--- config.mk ---
export PLATFORM = sky130hd
export DESIGN_NAME = jpeg_metadata_segment_extractor
export DESIGN_NICKNAME = d
export VERILOG_FILES = /design/src/rtl/core/jmse_pkg.sv /design/src/rtl/core/jpeg_metadata_segment_extractor.sv /design/src/rtl/core/jmse_ram.sv /design/src/rtl/core/jmse_dp.sv /design/src/rtl/core/jmse_ctrl.sv
export SDC_FILE = /design/constraint.sdc
export NUM_CORES = 1
export LEC_CHECK = 0
export BUFFER_PORTS_ARGS = -buffer_cell sky130_fd_sc_hd__buf_2
export CAP_MARGIN = 20
export CORE_MARGIN = 10
export CORE_UTILIZATION = 58
export DETAILED_ROUTE_END_ITERATION = 10
export MAX_ROUTING_LAYER = met4
export PLACE_DENSITY_LB_ADDON = 0.05
export SLEW_MARGIN = 40
export SYNTH_ARGS = -nofsm -noshare
export SYNTH_HDL_FRONTEND = slang
export SYNTH_SLANG_ARGS = --single-unit
--- constraint.sdc ---
create_clock -name clk -period 5.3 [get_ports clk]
set_input_delay 0.795 -clock clk [delete_from_list [all_inputs] [get_ports clk]]
set_output_delay 0.795 -clock clk [all_outputs]
set_load 0.02 [all_outputs]
--- src/rtl/core/jmse_pkg.sv ---
`timescale 1ns / 1ps
// ----------------------------------------------------------------------------
// JPEG metadata extractor package
// Shared item types, controller/datapath interface types, marker codes and
// signature tables.
// ----------------------------------------------------------------------------
package jmse_pkg;

  localparam int PREFIX_DEPTH_DEF = 29;

  localparam int LEN_SIG_EXIF = 5;
  localparam int LEN_SIG_XMP  = 29;
  localparam int LEN_ICC_HDR  = 14;

  localparam logic [7:0] MARK_PREFIX = 8'hFF;
  localparam logic [7:0] MARK_APP1   = 8'hE1;
  localparam logic [7:0] MARK_APP2   = 8'hE2;
  localparam logic [7:0] MARK_IPTC   = 8'hED;
  localparam logic [7:0] MARK_COM    = 8'hFE;
  localparam logic [3:0] MARK_APPN_HI = 4'hE;

  localparam logic [3:0] CAP_ALL = 4'hF;

  // "Exif" NUL
  localparam logic [8*LEN_SIG_EXIF-1:0] SIG_EXIF = 40'h45_78_69_66_00;
  // XMP namespace URI with its NUL
  localparam logic [8*LEN_SIG_XMP-1:0] SIG_XMP =
    232'h68_74_74_70_3A_2F_2F_6E_73_2E_61_64_6F_62_65_2E_63_6F_6D_2F_78_61_70_2F_31_2E_30_2F_00;
  // ICC segment tag string, NUL, then 0x01 0x01
  localparam logic [8*LEN_ICC_HDR-1:0] ICC_HDR = 112'h49_43_43_5F_50_52_4F_46_49_4C_45_00_01_01;

  typedef enum logic [2:0] {
    KIND_EXIF = 3'd0,
    KIND_XMP  = 3'd1,
    KIND_ICC  = 3'd2,
    KIND_IPTC = 3'd3,
    KIND_END  = 3'd4
  } kind_t;

  typedef struct packed {
    logic [7:0] data_byte;
    logic       new_image;
  } in_item_t;

  typedef struct packed {
    logic [7:0] payload_byte;
    kind_t      kind;
    logic       last_of_segment;
    logic       icc_header_ok;
  } out_item_t;

  typedef enum logic [2:0] {
    DP_IDLE,
    DP_MARK,
    DP_LEN_HI,
    DP_LEN_LO,
    DP_COUNT,
    DP_APP1,
    DP_ICC
  } dp_op_t;

  typedef struct packed {
    logic       clear;
    dp_op_t     op;
    logic       burst_start;
    logic       burst_go;
    logic [3:0] cap_set;
    logic       out_load;
    logic       out_zero;
    kind_t      out_kind;
    logic       out_last;
    logic       out_ok;
  } cmd_t;

  typedef struct packed {
    logic       out_ok;
    logic       byte_ff;
    logic       byte_seg;
    logic       len_zero;
    logic       len_short;
    logic       len_icc;
    logic       mk_app1;
    logic       mk_app2;
    logic       mk_iptc;
    logic       rem_last;
    logic       rem_zero;
    logic       total_short;
    logic       at_exif;
    logic       at_xmp;
    logic       exif_hit;
    logic       xmp_hit;
    logic       icc_ok;
    logic [3:0] cap;
    logic       burst_done;
  } st_t;

  function automatic logic [7:0] sig_exif_byte(input logic [2:0] idx);
    logic [7:0] b;
    b = 8'h00;
    if (int'(idx) < LEN_SIG_EXIF) begin
      b = SIG_EXIF[8*(LEN_SIG_EXIF-1-int'(idx)) +: 8];
    end
    return b;
  endfunction

  function automatic logic [7:0] sig_xmp_byte(input logic [4:0] idx);
    logic [7:0] b;
    b = 8'h00;
    if (int'(idx) < LEN_SIG_XMP) begin
      b = SIG_XMP[8*(LEN_SIG_XMP-1-int'(idx)) +: 8];
    end
    return b;
  endfunction

  function automatic logic [7:0] icc_hdr_byte(input logic [3:0] idx);
    logic [7:0] b;
    b = 8'h00;
    if (int'(idx) < LEN_ICC_HDR) begin
      b = ICC_HDR[8*(LEN_ICC_HDR-1-int'(idx)) +: 8];
    end
    return b;
  endfunction

  function automatic logic [3:0] kind_bit(input kind_t k);
    logic [3:0] m;
    unique case (k)
      KIND_EXIF: m = 4'b0001;
      KIND_XMP:  m = 4'b0010;
      KIND_ICC:  m = 4'b0100;
      KIND_IPTC: m = 4'b1000;
      default:   m = 4'b0000;
    endcase
    return m;
  endfunction

endpackage

--- src/rtl/core/jpeg_metadata_segment_extractor.sv ---
`timescale 1ns / 1ps
// ----------------------------------------------------------------------------
// JPEG metadata segment extractor
// Walks JPEG marker segments byte by byte and streams out the payloads of the
// first Exif APP1, XMP APP1, valid ICC APP2 and IPTC segments, then an end
// item.
// ----------------------------------------------------------------------------
//
//  channel | direction | handshake            | payload
//  --------+-----------+----------------------+----------------------------------
//  in_     | into      | in_valid / in_stall  | data_byte, new_image
//  out_    | out of    | out_valid / out_stall| payload_byte, kind, last, icc ok
//
// Cycles: one cycle per input byte while the output register can take one.
// An APP1 whose signature decides at the fifth or twenty-ninth byte
// releases the held prefix (5 or 29 items) from the registered prefix RAM,
// one byte per cycle while out_stall is low, with input held off meanwhile.
// A segment's last byte that completes the capture set leads to the end item.
// Reset: synchronous, active low; the prefix RAM needs no clearing pass.
// Stalls: out_stall holds the output register, and input is held off until
// the register can take a new item.
//
// The controller owns the parse phase; the datapath owns length, flags,
// signature compare, prefix store and the output register.

module jpeg_metadata_segment_extractor #(
  parameter int PREFIX_DEPTH = jmse_pkg::PREFIX_DEPTH_DEF
) (
  input  logic                clk,
  input  logic                rst_n,
  input  logic                in_valid,
  output logic                in_stall,
  input  jmse_pkg::in_item_t  in_item,
  output logic                out_valid,
  input  logic                out_stall,
  output jmse_pkg::out_item_t out_item
);

  jmse_pkg::cmd_t cmd;
  jmse_pkg::st_t  st;

  // Sequence the parse and the prefix bursts
  jmse_ctrl u_ctrl (
    .clk          (clk),
    .rst_n        (rst_n),
    .in_valid     (in_valid),
    .in_new_image (in_item.new_image),
    .in_stall     (in_stall),
    .st           (st),
    .cmd          (cmd)
  );

  // Hold segment state, prefix RAM and the result register
  jmse_dp #(
    .PREFIX_DEPTH (PREFIX_DEPTH)
  ) u_dp (
    .clk       (clk),
    .rst_n     (rst_n),
    .in_data   (in_item.data_byte),
    .out_stall (out_stall),
    .cmd       (cmd),
    .st        (st),
    .out_valid (out_valid),
    .out_item  (out_item)
  );

endmodule

--- src/rtl/core/jmse_ram.sv ---
`timescale 1ns / 1ps
// ----------------------------------------------------------------------------
// Generic RAM
// One write port, one read port, registered read data.
// ----------------------------------------------------------------------------
module jmse_ram #(
  parameter int WIDTH = 8,
  parameter int DEPTH = 32
) (
  input  logic                     clk,
  input  logic                     we,
  input  logic [$clog2(DEPTH)-1:0] waddr,
  input  logic [WIDTH-1:0]         wdata,
  input  logic                     re,
  input  logic [$clog2(DEPTH)-1:0] raddr,
  output logic [WIDTH-1:0]         rdata
);

  logic [WIDTH-1:0] mem [DEPTH];
  logic [WIDTH-1:0] rdata_r;

  always_ff @(posedge clk) begin
    if (we) begin
      mem[waddr] <= wdata;
    end
    if (re) begin
      rdata_r <= mem[raddr];
    end
  end

  assign rdata = rdata_r;

endmodule

--- src/rtl/core/jmse_dp.sv ---
`timescale 1ns / 1ps
// ----------------------------------------------------------------------------
// JPEG metadata extractor datapath
// Segment length, capture flags, signature match tracking, APP1 prefix store
// with burst readout, and the output register.
// ----------------------------------------------------------------------------
module jmse_dp #(
  parameter int PREFIX_DEPTH = jmse_pkg::PREFIX_DEPTH_DEF
) (
  input  logic               clk,
  input  logic               rst_n,
  input  logic [7:0]         in_data,
  input  logic               out_stall,
  input  jmse_pkg::cmd_t     cmd,
  output jmse_pkg::st_t      st,
  output logic               out_valid,
  output jmse_pkg::out_item_t out_item
);

  localparam int CW = $clog2(PREFIX_DEPTH + 1);
  localparam int AW = $clog2(PREFIX_DEPTH);

  logic [15:0]   rem_r, rem_nxt;
  logic [7:0]    mark_r, mark_nxt;
  logic [3:0]    cap_r, cap_nxt;
  logic [CW-1:0] cnt_r, cnt_nxt;
  logic [3:0]    pidx_r, pidx_nxt;
  logic          icc_match_r, icc_match_nxt;
  logic          exif_match_r, exif_match_nxt;
  logic          xmp_match_r, xmp_match_nxt;
  logic [CW-1:0] rd_idx_r, rd_idx_nxt;
  logic          rd_pend_r, rd_pend_nxt;
  logic          out_valid_r, out_valid_nxt;
  jmse_pkg::out_item_t out_item_r, out_item_nxt;

  logic          out_ok;
  logic [15:0]   len_full, len_adj, rem_dec;
  logic [CW-1:0] cnt_inc;
  logic          exif_hit, xmp_hit, icc_hit, pidx_lt, icc_ok;
  logic [3:0]    pidx_inc;
  logic          has_more, ld, issue;
  logic [7:0]    rdata;

  assign out_ok   = !out_valid_r || !out_stall;
  assign len_full = {rem_r[15:8], in_data};
  assign len_adj  = (len_full > 16'd2) ? (len_full - 16'd2) : len_full;
  assign rem_dec  = (rem_r != 16'd0) ? (rem_r - 16'd1) : 16'd0;
  assign cnt_inc  = cnt_r + CW'(1);

  // Running signature compare, one byte per accepted item
  assign exif_hit = exif_match_r && ((cnt_r >= CW'(jmse_pkg::LEN_SIG_EXIF)) ||
                    (in_data == jmse_pkg::sig_exif_byte(cnt_r[2:0])));
  assign xmp_hit  = xmp_match_r && ((cnt_r >= CW'(jmse_pkg::LEN_SIG_XMP)) ||
                    (in_data == jmse_pkg::sig_xmp_byte(cnt_r[4:0])));

  assign pidx_lt  = pidx_r < 4'(jmse_pkg::LEN_ICC_HDR);
  assign icc_hit  = icc_match_r && (!pidx_lt || (in_data == jmse_pkg::icc_hdr_byte(pidx_r)));
  assign pidx_inc = pidx_lt ? (pidx_r + 4'd1) : pidx_r;
  assign icc_ok   = icc_hit && (pidx_inc >= 4'(jmse_pkg::LEN_ICC_HDR));

  // Burst readout: one read in flight, refill as the output register drains
  assign has_more = rd_idx_r < cnt_r;
  assign ld       = cmd.burst_go && rd_pend_r && out_ok;
  assign issue    = cmd.burst_go && has_more && (!rd_pend_r || ld);

  jmse_ram #(
    .WIDTH (8),
    .DEPTH (PREFIX_DEPTH)
  ) u_prefix_ram (
    .clk   (clk),
    .we    (cmd.op == jmse_pkg::DP_APP1),
    .waddr (cnt_r[AW-1:0]),
    .wdata (in_data),
    .re    (issue),
    .raddr (rd_idx_r[AW-1:0]),
    .rdata (rdata)
  );

  always_comb begin
    rem_nxt        = rem_r;
    mark_nxt       = mark_r;
    cap_nxt        = cap_r | cmd.cap_set;
    cnt_nxt        = cnt_r;
    pidx_nxt       = pidx_r;
    icc_match_nxt  = icc_match_r;
    exif_match_nxt = exif_match_r;
    xmp_match_nxt  = xmp_match_r;
    if (cmd.clear) begin
      rem_nxt        = '0;
      mark_nxt       = '0;
      cap_nxt        = '0;
      cnt_nxt        = '0;
      pidx_nxt       = '0;
      icc_match_nxt  = 1'b1;
      exif_match_nxt = 1'b1;
      xmp_match_nxt  = 1'b1;
    end else begin
      unique case (cmd.op)
        jmse_pkg::DP_MARK: begin
          if (st.byte_seg) begin
            mark_nxt = in_data;
            rem_nxt  = '0;
          end
        end
        jmse_pkg::DP_LEN_HI: rem_nxt = {in_data, 8'h00};
        jmse_pkg::DP_LEN_LO: begin
          rem_nxt        = len_adj;
          mark_nxt       = '0;
          cnt_nxt        = '0;
          exif_match_nxt = 1'b1;
          xmp_match_nxt  = 1'b1;
          pidx_nxt       = '0;
          icc_match_nxt  = 1'b1;
        end
        jmse_pkg::DP_COUNT: rem_nxt = rem_dec;
        jmse_pkg::DP_APP1: begin
          rem_nxt        = rem_dec;
          cnt_nxt        = cnt_inc;
          exif_match_nxt = exif_hit;
          xmp_match_nxt  = xmp_hit;
        end
        jmse_pkg::DP_ICC: begin
          rem_nxt       = rem_dec;
          pidx_nxt      = pidx_inc;
          icc_match_nxt = icc_hit;
        end
        default: ;
      endcase
    end
  end

  always_comb begin
    rd_idx_nxt  = rd_idx_r;
    rd_pend_nxt = rd_pend_r;
    if (cmd.burst_start) begin
      rd_idx_nxt  = '0;
      rd_pend_nxt = 1'b0;
    end else if (issue) begin
      rd_idx_nxt  = rd_idx_r + CW'(1);
      rd_pend_nxt = 1'b1;
    end else if (ld) begin
      rd_pend_nxt = 1'b0;
    end
  end

  always_comb begin
    out_item_nxt  = out_item_r;
    out_valid_nxt = out_valid_r && out_stall;
    if (ld) begin
      out_item_nxt.payload_byte    = rdata;
      out_item_nxt.kind            = cmd.out_kind;
      out_item_nxt.last_of_segment = !has_more && (rem_r == 16'd0);
      out_item_nxt.icc_header_ok   = 1'b0;
      out_valid_nxt                = 1'b1;
    end else if (cmd.out_load) begin
      out_item_nxt.payload_byte    = cmd.out_zero ? 8'h00 : in_data;
      out_item_nxt.kind            = cmd.out_kind;
      out_item_nxt.last_of_segment = cmd.out_last;
      out_item_nxt.icc_header_ok   = cmd.out_ok;
      out_valid_nxt                = 1'b1;
    end
  end

  always_ff @(posedge clk) begin
    if (!rst_n) begin
      rem_r        <= '0;
      mark_r       <= '0;
      cap_r        <= '0;
      cnt_r        <= '0;
      pidx_r       <= '0;
      icc_match_r  <= 1'b1;
      exif_match_r <= 1'b1;
      xmp_match_r  <= 1'b1;
      rd_idx_r     <= '0;
      rd_pend_r    <= 1'b0;
      out_valid_r  <= 1'b0;
    end else begin
      rem_r        <= rem_nxt;
      mark_r       <= mark_nxt;
      cap_r        <= cap_nxt;
      cnt_r        <= cnt_nxt;
      pidx_r       <= pidx_nxt;
      icc_match_r  <= icc_match_nxt;
      exif_match_r <= exif_match_nxt;
      xmp_match_r  <= xmp_match_nxt;
      rd_idx_r     <= rd_idx_nxt;
      rd_pend_r    <= rd_pend_nxt;
      out_valid_r  <= out_valid_nxt;
    end
  end

  always_ff @(posedge clk) begin
    out_item_r <= out_item_nxt;
  end

  always_comb begin
    st.out_ok      = out_ok;
    st.byte_ff     = in_data == jmse_pkg::MARK_PREFIX;
    st.byte_seg    = (in_data[7:4] == jmse_pkg::MARK_APPN_HI) || (in_data == jmse_pkg::MARK_COM);
    st.len_zero    = len_adj == 16'd0;
    st.len_short   = len_adj < 16'(jmse_pkg::LEN_SIG_EXIF);
    st.len_icc     = len_adj > 16'(jmse_pkg::LEN_ICC_HDR);
    st.mk_app1     = mark_r == jmse_pkg::MARK_APP1;
    st.mk_app2     = mark_r == jmse_pkg::MARK_APP2;
    st.mk_iptc     = mark_r == jmse_pkg::MARK_IPTC;
    st.rem_last    = rem_r <= 16'd1;
    st.rem_zero    = rem_r == 16'd0;
    st.total_short = rem_r < 16'(jmse_pkg::LEN_SIG_XMP - jmse_pkg::LEN_SIG_EXIF + 1);
    st.at_exif     = cnt_inc == CW'(jmse_pkg::LEN_SIG_EXIF);
    st.at_xmp      = cnt_inc >= CW'(jmse_pkg::LEN_SIG_XMP);
    st.exif_hit    = exif_hit;
    st.xmp_hit     = xmp_hit;
    st.icc_ok      = icc_ok;
    st.cap         = cap_r;
    st.burst_done  = ld && !has_more;
  end

  assign out_valid = out_valid_r;
  assign out_item  = out_item_r;

endmodule

--- src/rtl/core/jmse_ctrl.sv ---
`timescale 1ns / 1ps
// ----------------------------------------------------------------------------
// JPEG metadata extractor controller
// Marker/segment parse state machine; issues datapath commands per item.
// ----------------------------------------------------------------------------
module jmse_ctrl (
  input  logic           clk,
  input  logic           rst_n,
  input  logic           in_valid,
  input  logic           in_new_image,
  output logic           in_stall,
  input  jmse_pkg::st_t  st,
  output jmse_pkg::cmd_t cmd
);

  typedef enum logic [3:0] {
    PH_MARK_START,
    PH_MARK_CODE,
    PH_LEN_HI,
    PH_LEN_LO,
    PH_SKIP,
    PH_APP1,
    PH_EXIF,
    PH_XMP,
    PH_ICC,
    PH_IPTC,
    PH_DONE,
    PH_BURST,
    PH_END_PEND
  } phase_t;

  phase_t          state_r, state_nxt, eff;
  jmse_pkg::kind_t burst_kind_r, burst_kind_nxt;
  logic            parse_st, accept;
  phase_t          skip_next, seg_next;

  assign parse_st = (state_r != PH_BURST) && (state_r != PH_END_PEND);
  assign in_stall = !(parse_st && st.out_ok);
  assign accept   = in_valid && !in_stall;
  assign eff      = in_new_image ? PH_MARK_START : state_r;

  always_comb begin
    cmd            = '0;
    cmd.op         = jmse_pkg::DP_IDLE;
    cmd.out_kind   = jmse_pkg::KIND_END;
    state_nxt      = state_r;
    burst_kind_nxt = burst_kind_r;
    skip_next      = st.rem_last ? PH_MARK_START : PH_SKIP;
    seg_next       = PH_MARK_START;

    unique case (state_r)
      PH_BURST: begin
        cmd.burst_go = 1'b1;
        cmd.out_kind = burst_kind_r;
        if (st.burst_done) begin
          if (st.rem_zero) begin
            cmd.cap_set = jmse_pkg::kind_bit(burst_kind_r);
            state_nxt   = ((st.cap | cmd.cap_set) == jmse_pkg::CAP_ALL) ? PH_END_PEND
                                                                        : PH_MARK_START;
          end else begin
            state_nxt = (burst_kind_r == jmse_pkg::KIND_EXIF) ? PH_EXIF : PH_XMP;
          end
        end
      end
      PH_END_PEND: begin
        if (st.out_ok) begin
          cmd.out_load = 1'b1;
          cmd.out_zero = 1'b1;
          cmd.out_last = 1'b1;
          state_nxt    = PH_DONE;
        end
      end
      default: begin
        if (accept) begin
          cmd.clear = in_new_image;
          priority case (eff)
            PH_MARK_START: begin
              if (st.byte_ff) begin
                state_nxt = PH_MARK_CODE;
              end else begin
                cmd.out_load = 1'b1;
                cmd.out_zero = 1'b1;
                cmd.out_last = 1'b1;
                state_nxt    = PH_DONE;
              end
            end
            PH_MARK_CODE: begin
              cmd.op    = jmse_pkg::DP_MARK;
              state_nxt = st.byte_seg ? PH_LEN_HI : PH_MARK_START;
            end
            PH_LEN_HI: begin
              cmd.op    = jmse_pkg::DP_LEN_HI;
              state_nxt = PH_LEN_LO;
            end
            PH_LEN_LO: begin
              cmd.op = jmse_pkg::DP_LEN_LO;
              priority if (st.len_zero) begin
                state_nxt = PH_MARK_START;
              end else if (st.mk_app1 && (st.cap[1:0] != 2'b11)) begin
                state_nxt = st.len_short ? PH_SKIP : PH_APP1;
              end else if (st.mk_app2 && !st.cap[2] && st.len_icc) begin
                state_nxt = PH_ICC;
              end else if (st.mk_iptc && !st.cap[3]) begin
                state_nxt = PH_IPTC;
              end else begin
                state_nxt = PH_SKIP;
              end
            end
            PH_SKIP: begin
              cmd.op = jmse_pkg::DP_COUNT;
              if (st.rem_last) begin
                state_nxt = PH_MARK_START;
              end
            end
            PH_APP1: begin
              cmd.op = jmse_pkg::DP_APP1;
              priority if (st.at_exif) begin
                priority if (st.exif_hit) begin
                  if (st.cap[0]) begin
                    state_nxt = skip_next;
                  end else begin
                    cmd.burst_start = 1'b1;
                    burst_kind_nxt  = jmse_pkg::KIND_EXIF;
                    state_nxt       = PH_BURST;
                  end
                end else if (st.total_short || st.rem_last) begin
                  state_nxt = skip_next;
                end else begin
                  state_nxt = PH_APP1;
                end
              end else if (st.at_xmp) begin
                if (st.xmp_hit && !st.cap[1]) begin
                  cmd.burst_start = 1'b1;
                  burst_kind_nxt  = jmse_pkg::KIND_XMP;
                  state_nxt       = PH_BURST;
                end else begin
                  state_nxt = skip_next;
                end
              end else if (st.rem_last) begin
                state_nxt = skip_next;
              end else begin
                state_nxt = PH_APP1;
              end
            end
            PH_EXIF, PH_XMP, PH_IPTC: begin
              cmd.op       = jmse_pkg::DP_COUNT;
              cmd.out_load = 1'b1;
              cmd.out_last = st.rem_last;
              cmd.out_kind = (eff == PH_EXIF) ? jmse_pkg::KIND_EXIF :
                             (eff == PH_XMP)  ? jmse_pkg::KIND_XMP  : jmse_pkg::KIND_IPTC;
              if (st.rem_last) begin
                cmd.cap_set = jmse_pkg::kind_bit(cmd.out_kind);
                seg_next    = ((st.cap | cmd.cap_set) == jmse_pkg::CAP_ALL) ? PH_END_PEND
                                                                            : PH_MARK_START;
                state_nxt   = seg_next;
              end
            end
            PH_ICC: begin
              cmd.op       = jmse_pkg::DP_ICC;
              cmd.out_load = 1'b1;
              cmd.out_kind = jmse_pkg::KIND_ICC;
              cmd.out_last = st.rem_last;
              cmd.out_ok   = st.rem_last && st.icc_ok;
              if (st.rem_last) begin
                cmd.cap_set = st.icc_ok ? jmse_pkg::kind_bit(jmse_pkg::KIND_ICC) : 4'b0000;
                seg_next    = ((st.cap | cmd.cap_set) == jmse_pkg::CAP_ALL) ? PH_END_PEND
                                                                            : PH_MARK_START;
                state_nxt   = seg_next;
              end
            end
            default: ;  // parse ended: drop the byte
          endcase
        end
      end
    endcase
  end

  always_ff @(posedge clk) begin
    if (!rst_n) begin
      state_r      <= PH_MARK_START;
      burst_kind_r <= jmse_pkg::KIND_EXIF;
    end else begin
      state_r      <= state_nxt;
      burst_kind_r <= burst_kind_nxt;
    end
  end

endmodule

==> impl_metrics.toml, run 1 <==
[job]
maxCapViolations = 0

[routing]
wl_met2_mm = 18.32
drc = 0
detail_route.wirelength_mm = 39.98
met3RoutedLength_mm = 3.236
via_count = 10740
final_antenna_net_count = 0
vias_per_cell = 6.717
drtIter0Drc = 1340
top_layer_used = "met4"
dr_wl_cell_microns = 25.00
detailedRoute.firstPassIterationCount = 5
wl_met1_mm = 17.87

[die]
floorplan.die_area_sq_um = 33170
ioPinCount = 28
chipWidth_microns = 182.1
dieHeight_microns = 182.1
initial_core_util_pct = 58.68
rows = 59
placeableCoreArea_sq_um = 25980

[cts]
tritoncts.num_buffers = 31
clock_tree.htree_level_count = 1
worst_setup_hold_path_clk_slew_ps = 60
clock_sink_count = 305
clockBufferDepth = 3
cts_root_buf = "sky130_fd_sc_hd__clkbuf_16"
post_cts.repair.setup_buffers = 0
clock_insertion_delay_worst_skew_ps = 550
post_cts.resized_instances = 0
cts-hold-fix-buffers = 0
tritoncts_clock_tree = "built"

[global_routing]
grt_first_pass_wirelength_mm = 62.20
global_route.usage.total_pct = 24.38
first_global_vias = 10160
grt_antenna_before_repair = 0
grt_overflow = 0
grt_max_degree = 53

[critical_path]
cpMaxStageDelayCell = "sky130_fd_sc_hd__ha_1"
family_with_the_most_delay_on_the_worst_path = "compound AO/OA/AOI/OAI gates"
critical_path.max_stage_delay_ps = 890
setup.worst_path.end_class = "flip-flop"
register_to_register_setup_slack_ps = 1430
critPathBufInv = 1
critical_path_required_ps = 5800
critPathArrivalTime_ps = 4370
worstRegToRegCells = 11
crit_path_cell_trace = "inv_1 -> ha_1 -> nor2b_1 -> o21a_1 -> a211o_1 -> a31oi_1 -> xnor2_1 -> a2111oi_0 -> and4_1 -> o211a_4 -> o211a_1"
critPathKind = "reg2reg"
startpoint_type = "flip-flop"
reg2reg_from = "u_dp.cnt_r[0]"
cp_max_fo = 27
timing.rr.end = "u_ctrl.burst_kind_r[0]"

[place]
port_buffers = 27
routabilityCongestion = 0.9704
placedInstanceArea_sq_um = 15740
hpwlAfterDp_mm = 26.21

[finish]
finalCoreUtilization_pct = 64.27
final_area_sq_um = 16700
num_antenna_cells = 0
finalNetCount = 1274
fraction_of_final_layout_cells_with_drive_strength_greater_than_1_pct = 17.56
fillerInstances = 2010
area_delta_synth_final_pct = 9.535

[logic_synthesis]
post_synth_instance_area_sq_um = 15250
synth_seq_area_share_pct = 56.59
synth_warn = 0
synth-edff-count = 252
dominant_combinational_cell_family_by_area_after_synthesis = "simple AND/OR/NAND/NOR gates"
post_synth_inst_count = 1233
ys_seq_elements = 305
synth_top_cells_by_area = "sky130_fd_sc_hd__edfxtp_1 (50%), sky130_fd_sc_hd__mux4_2 (11%), sky130_fd_sc_hd__dfxtp_1 (7.0%), sky130_fd_sc_hd__nor2_1 (2.9%), sky130_fd_sc_hd__a21oi_1 (2.4%)"
mappedNetlistNets = 1263
synth_compound_gate_area_share_pct = 11.50
synth_adder_area_share_pct = 1.395
synth_simple_gate_area_share_pct = 13.70
synth.top_cell.area_share_pct = 49.63
synthFlopType = "sky130_fd_sc_hd__edfxtp_1"
xor_and_xnor_area_share_after_synthesis_pct = 1.723
yosys-mux-area-fraction_pct = 12.10
yosys.cell_types.count = 78
synth_top_cell_by_area = "sky130_fd_sc_hd__edfxtp_1"
synth.avg_cell_area_sq_um = 12.37
async_flop_share_pct = 0

[sta]
final.period_utilization_pct = 73.10
final_period_minus_worst_setup_slack_ps = 3874
grt_setup_unrepaired = "false"
finalClockSkew_ps = 10.20
final-setup-viol-count = 0
drv_slew = 0
worst_margin_pin_slew_ps = 844.0
hold_viol = 0
slew_headroom_pct = 43.73
hold_ws_ps = 452.6
maxClockFrequency_mhz = 258.1
setup-tns-final_ps = 0

[pwr]
power_leakage_nw = 5.391
power_density_nw_per_um2 = 307.9
worst_voltage_drop_across_the_vdd_grid_mv = 0.3086

[min_path]
holdPathStages = 2
hold_path_startpoint = "u_dp.mark_r[7]"
hold_path_class = "reg2reg"
worst_hold_path.endpoint = "u_dp.mark_r[7]"

[outcome]
outcome = "finished clean"
[worst min-delay path, delay by kind of cell, from the launching register on]
kind            cells  cell delay (ps)
flops               1              290
compound gates      1               60
buf+inv             1               50
[cells in the mapped netlist (6+ instances only)]
| cell type | n |
|---|---|
| sky130_fd_sc_hd__a211oi_1 | 14 |
| sky130_fd_sc_hd__a21o_1 | 9 |
| sky130_fd_sc_hd__a21oi_1 | 72 |
| sky130_fd_sc_hd__a22o_1 | 9 |
| sky130_fd_sc_hd__a22oi_1 | 9 |
| sky130_fd_sc_hd__a31oi_1 | 14 |
| sky130_fd_sc_hd__and3_1 | 9 |
| sky130_fd_sc_hd__buf_1 | 8 |
| sky130_fd_sc_hd__buf_2 | 16 |
| sky130_fd_sc_hd__clkbuf_1 | 54 |
| sky130_fd_sc_hd__dfxtp_1 | 53 |
| sky130_fd_sc_hd__edfxtp_1 | 252 |
| sky130_fd_sc_hd__ha_1 | 17 |
| sky130_fd_sc_hd__inv_1 | 26 |
| sky130_fd_sc_hd__mux2_2 | 11 |
| sky130_fd_sc_hd__mux2i_1 | 10 |
| sky130_fd_sc_hd__mux4_2 | 72 |
| sky130_fd_sc_hd__nand2_1 | 76 |
| sky130_fd_sc_hd__nand2b_1 | 22 |
| sky130_fd_sc_hd__nand3_1 | 35 |
| sky130_fd_sc_hd__nand3b_1 | 6 |
| sky130_fd_sc_hd__nand4_1 | 14 |
| sky130_fd_sc_hd__nor2_1 | 118 |
| sky130_fd_sc_hd__nor2b_1 | 19 |
| sky130_fd_sc_hd__nor3_1 | 41 |
| sky130_fd_sc_hd__nor4_1 | 12 |
| sky130_fd_sc_hd__o211ai_1 | 9 |
| sky130_fd_sc_hd__o21a_1 | 6 |
| sky130_fd_sc_hd__o21ai_0 | 50 |
| sky130_fd_sc_hd__o22ai_1 | 8 |
| sky130_fd_sc_hd__o31ai_1 | 7 |
| sky130_fd_sc_hd__or2_2 | 10 |
| sky130_fd_sc_hd__or3_1 | 15 |
| sky130_fd_sc_hd__xnor2_1 | 22 |
| sky130_fd_sc_hd__xor2_1 | 8 |
[logic make-up after synthesis]
logic type / Yosys count
adders and majority gates: 17
DFF: 305
and+or+nand+nor: 413
muxes: 93
AOI/OAI and AO/OA: 264
xor gates and xnor gates: 30
buffers and inverters: 111
[per-layer routing]
layer  GRT usage, %  vias up
met5              -        -
met4          4.458        0
met3          3.185       50
met2          35.75      519
met1          36.23     5365
li1               -     4807
[cells in the final DEF, fill, tap and decap left out, drive strengths merged, types with 15 or more instances in the layout]
cell type	n
a21oi	72
nand2b	22
dfxtp	53
mux4	72
edfxtp	252
xnor2	22
nand3	35
ha	17
nand2	76
nor2b	19
or3	15
nor3	42
nor2	119
inv	27
o21ai	51
clkbuf	40
buf	60
[report_power, final]
part / internal, mW / switching (mW)
clock network: 1.17 / 0.880
registers: 2.62 / 0.0289
logic: 0.129 / 0.316
total: 3.92 / 1.22
[worst max path at each step]
stage / start / endpoint / slack (ps) / cells after the start
after floorplan: u_dp.cnt_r[1] / u_ctrl.burst_kind_r[0] / 1870 / 15
after global placement: in_item[2] / u_ctrl.state_r[3] / 1330 / 11
after detailed placement: in_item[2] / u_ctrl.state_r[3] / 1350 / 11
after CTS: u_ctrl.state_r[2] / u_dp.u_prefix_ram.mem[28][1] / 1490 / 7
after global routing: u_dp.pidx_r[1] / u_ctrl.state_r[2] / 1250 / 10
final: u_dp.cnt_r[0] / u_ctrl.burst_kind_r[0] / 1430 / 11
[through the flow]
step	total power [mW]	std cells	worst slack (ps)
finish	5.142	1599	1426
global placement	3.132	1545	1334
floorplan	2.977	1233	1872
detailed placement	3.134	1546	1354
CTS	5.149	1599	1492
global route	5.301	1599	1248
[cell type report]
class | count | area, sq um | area share, %
clock buffer | 40 | 809.5 | 4.847
inverter | 29 | 108.9 | 0.6518
tap | 335 | 419.2 | 2.510
clock inverter | 13 | 125.1 | 0.7492
timing repair buffer | 60 | 395.4 | 2.367
sequential | 305 | 8637 | 51.72
multi-input combinational | 817 | 6206 | 37.16
[flip-flops by register name (all words and copies together), names as in the netlist, 4 cells and up]
name,flops
u_dp.cnt_r,5
u_dp.pidx_r,4
u_ctrl.state_r,4
u_dp.rd_idx_r,5
u_dp.cap_r,4
u_dp.mark_r,8
u_dp.rem_r,16
u_dp.out_item,13
u_dp.u_prefix_ram.rdata,8
u_dp.u_prefix_ram.mem,232
(Power assumes the default switching activity.)
==> run 2: changes to the inputs <==
Settings changed: ABC_AREA set to 1.
Clock period 5.3 ns to 3.85 ns, I/O delays scaled along.
==> run 2 against run 1 <==
  * Register-to-register slack got worse by 790 ps
  * Global-route usage rose by 0.45 points
  * Combinational power rose to 3.1 times the previous value
  * Synthesized cell count rose by 29%
  * Non-clock buffer count rose by 18
  * Die area fell by 2.5%
  * Highest routed layer unchanged
  * Clock-buffer cell count fell by 2
  * Critical path type unchanged
  * Clock power rose by 49%
  * Largest power group unchanged
==> impl_metrics.toml, run 2 <==
[global_routing]
grt_antenna_before_repair = 1
grt_first_pass_wirelength_mm = 63.05
first_global_vias = 11280
global_route.usage.total_pct = 24.83
grt_max_degree = 49
grt_overflow = 0

[job]
maxCapViolations = 0

[sta]
maxClockFrequency_mhz = 311.5
setup-tns-final_ps = 0
finalClockSkew_ps = 10.97
final_period_minus_worst_setup_slack_ps = 3210
grt_setup_unrepaired = "false"
worst_margin_pin_slew_ps = 979.7
final-setup-viol-count = 0
final.period_utilization_pct = 83.38
hold_viol = 0
drv_slew = 0
slew_headroom_pct = 33.00

[logic_synthesis]
synth_seq_area_share_pct = 58.19
post_synth_instance_area_sq_um = 14830
synth_top_cell_by_area = "sky130_fd_sc_hd__edfxtp_1"
yosys.cell_types.count = 51
synth.top_cell.area_share_pct = 51.03
post-synth-top-count-cell = "sky130_fd_sc_hd__nand2_1"
mappedNetlistNets = 1622
synth_top_cells_by_area = "sky130_fd_sc_hd__edfxtp_1 (51%), sky130_fd_sc_hd__nand2_1 (7.3%), sky130_fd_sc_hd__dfxtp_1 (7.2%), sky130_fd_sc_hd__nor2_1 (6.8%), sky130_fd_sc_hd__o21ai_0 (5.4%)"
synthFlopType = "sky130_fd_sc_hd__edfxtp_1"
post_synth_most_frequent_cells = "sky130_fd_sc_hd__nand2_1 (288), sky130_fd_sc_hd__nor2_1 (267), sky130_fd_sc_hd__edfxtp_1 (252)"
async_flop_share_pct = 0
ys_seq_elements = 305
post_synth_inst_count = 1592
synth_warn = 0
synth.avg_cell_area_sq_um = 9.314
synth-edff-count = 252

[routing]
via_count = 11900
dr_wl_cell_microns = 20.39
drc = 0
detailedRoute.firstPassIterationCount = 5
drtIter0Drc = 1271
detail_route.wirelength_mm = 40.65
vias_per_cell = 5.969
final_antenna_net_count = 0

[critical_path]
critPathKind = "reg2reg"
endpoint = "u_ctrl.state_r[0]"
critPathArrivalTime_ps = 3730
register_to_register_setup_slack_ps = 640
reg2reg_from = "u_dp.cnt_r[0]"
setup.worst_path.end_class = "flip-flop"
startpoint_type = "flip-flop"
critical_path_required_ps = 4370
timing.rr.end = "u_ctrl.state_r[0]"
worstRegToRegCells = 21
worstSetupStartpoint = "u_dp.cnt_r[0]"
cp_max_fo = 13

[finish]
layout.cells.most_common_list = "sky130_fd_sc_hd__nand2_1 (288), sky130_fd_sc_hd__nor2_1 (266), sky130_fd_sc_hd__edfxtp_1 (252)"
register_with_the_most_flip_flops = "u_dp.u_prefix_ram.mem"
area_delta_synth_final_pct = 11.35
largest_reg_flops = 232
layout_commonest_cell = "sky130_fd_sc_hd__nand2_1"
fraction_of_final_layout_cells_with_drive_strength_greater_than_1_pct = 10.16
finalNetCount = 1670
final_area_sq_um = 16510
num_antenna_cells = 0

[pwr]
power_density_nw_per_um2 = 495.8
power_leakage_nw = 6.206
worst_voltage_drop_across_the_vdd_grid_mv = 0.4484

[cts]
cts-hold-fix-buffers = 0
post_cts.repair.setup_buffers = 0
tritoncts.num_buffers = 31
clock_insertion_delay_worst_skew_ps = 580
post_cts.resized_instances = 0
tritoncts_clock_tree = "built"
worst_setup_hold_path_clk_slew_ps = 70
clockBufferDepth = 3
clock_tree.htree_level_count = 1
clock_sink_count = 305
cts_root_buf = "sky130_fd_sc_hd__clkbuf_16"

[place]
routabilityCongestion = 0.9867
placedInstanceArea_sq_um = 15480
port_buffers = 27
hpwlAfterDp_mm = 27.48

[die]
dieHeight_microns = 179.9
initial_core_util_pct = 58.88
placeableCoreArea_sq_um = 25180
rows = 58
ioPinCount = 28
floorplan.die_area_sq_um = 32360
chipWidth_microns = 179.9

[min_path]
hold_path_startpoint = "rst_n"
holdPathStages = 3
hold_path_class = "in2reg"

[outcome]
outcome = "finished clean"
==> run 2: cell type report <==
cell class,count,area [sq um]
Fill cell,2059,8671
Clock inverter,19,227.7
Sequential cell,305,8633
Inverter,138,519.2
Timing Repair Buffer,78,518.0
Clock buffer,38,802.0
Tap cell,330,412.9
Multi-Input combinational cell,1086,5398
==> run 2: cells by family (layout without fill, tap and decap cells) <==
group	after synthesis	count (layout)	share of synthesized area, %
buffers and inverters	201	273	5.426
AND/OR/NAND/NOR	712	712	20.24
AO/OA/AOI/OAI	325	325	12.77
flip-flops	305	305	58.19
XOR/XNOR	32	32	1.941
adder cells (fa/ha/maj)	17	17	1.434
==> run 2: metal layers <==
metal | track usage, % | share of wire [%] | up-vias
met5 | - | 0 | -
met4 | 6.318 | 2.1 | 0
met3 | 4.277 | 9.1 | 78
met2 | 36.31 | 44 | 540
met1 | 35.28 | 44 | 5666
li1 | - | - | 5619
==> run 2: worst max-delay path, stage by stage (launching register included) <==
cell                      delay [ps]
sky130_fd_sc_hd__dfxtp_1         500
sky130_fd_sc_hd__inv_2           200
sky130_fd_sc_hd__ha_1            330
sky130_fd_sc_hd__nand2_1         130
sky130_fd_sc_hd__nand2_1         260
sky130_fd_sc_hd__o21ai_0         340
sky130_fd_sc_hd__nand2_1         130
sky130_fd_sc_hd__nand3_1         140
sky130_fd_sc_hd__nand2_1          60
sky130_fd_sc_hd__nand2_1          50
sky130_fd_sc_hd__nand2_1          50
sky130_fd_sc_hd__inv_1            40
sky130_fd_sc_hd__nand2_1          50
sky130_fd_sc_hd__nor2_1           90
sky130_fd_sc_hd__nand2_1          60
sky130_fd_sc_hd__nand2_1         110
sky130_fd_sc_hd__nand3_1         130
sky130_fd_sc_hd__nand3_1          90
sky130_fd_sc_hd__nand2_1          70
sky130_fd_sc_hd__nand2_1         130
sky130_fd_sc_hd__nand2_1          70
sky130_fd_sc_hd__a21oi_1         110
==> run 2: per-stage QoR <==
stage	setup WS, ps	util (%)	hold WS, ps	std cells	power (mW)
after floorplan	1127	-	436.5	1592	4.725
after global placement	573.7	61.47	446.0	1937	5.155
after detailed placement	533.7	61.48	456.4	1937	5.152
after CTS	696.1	65.57	289.6	1994	8.185
after global routing	334.6	65.57	312.7	1994	8.481
final	640.0	65.57	304.5	1994	8.187
==> run 2: how the worst min path moves through the flow <==
stage	end
floorplan	u_dp.mark_r[5]
global placement	u_dp.mark_r[5]
detailed placement	u_dp.rem_r[1]
CTS	u_ctrl.state_r[0]
global route	u_ctrl.state_r[0]
finish	u_ctrl.state_r[0]
==> run 2: power breakdown <==
group          internal (mW)  leakage [nW]  switching, mW
sequential              3.69          2.70         0.0611
clock                   1.81         0.501           1.25
combinational          0.393          3.00          0.983
total                   5.89          6.21           2.29
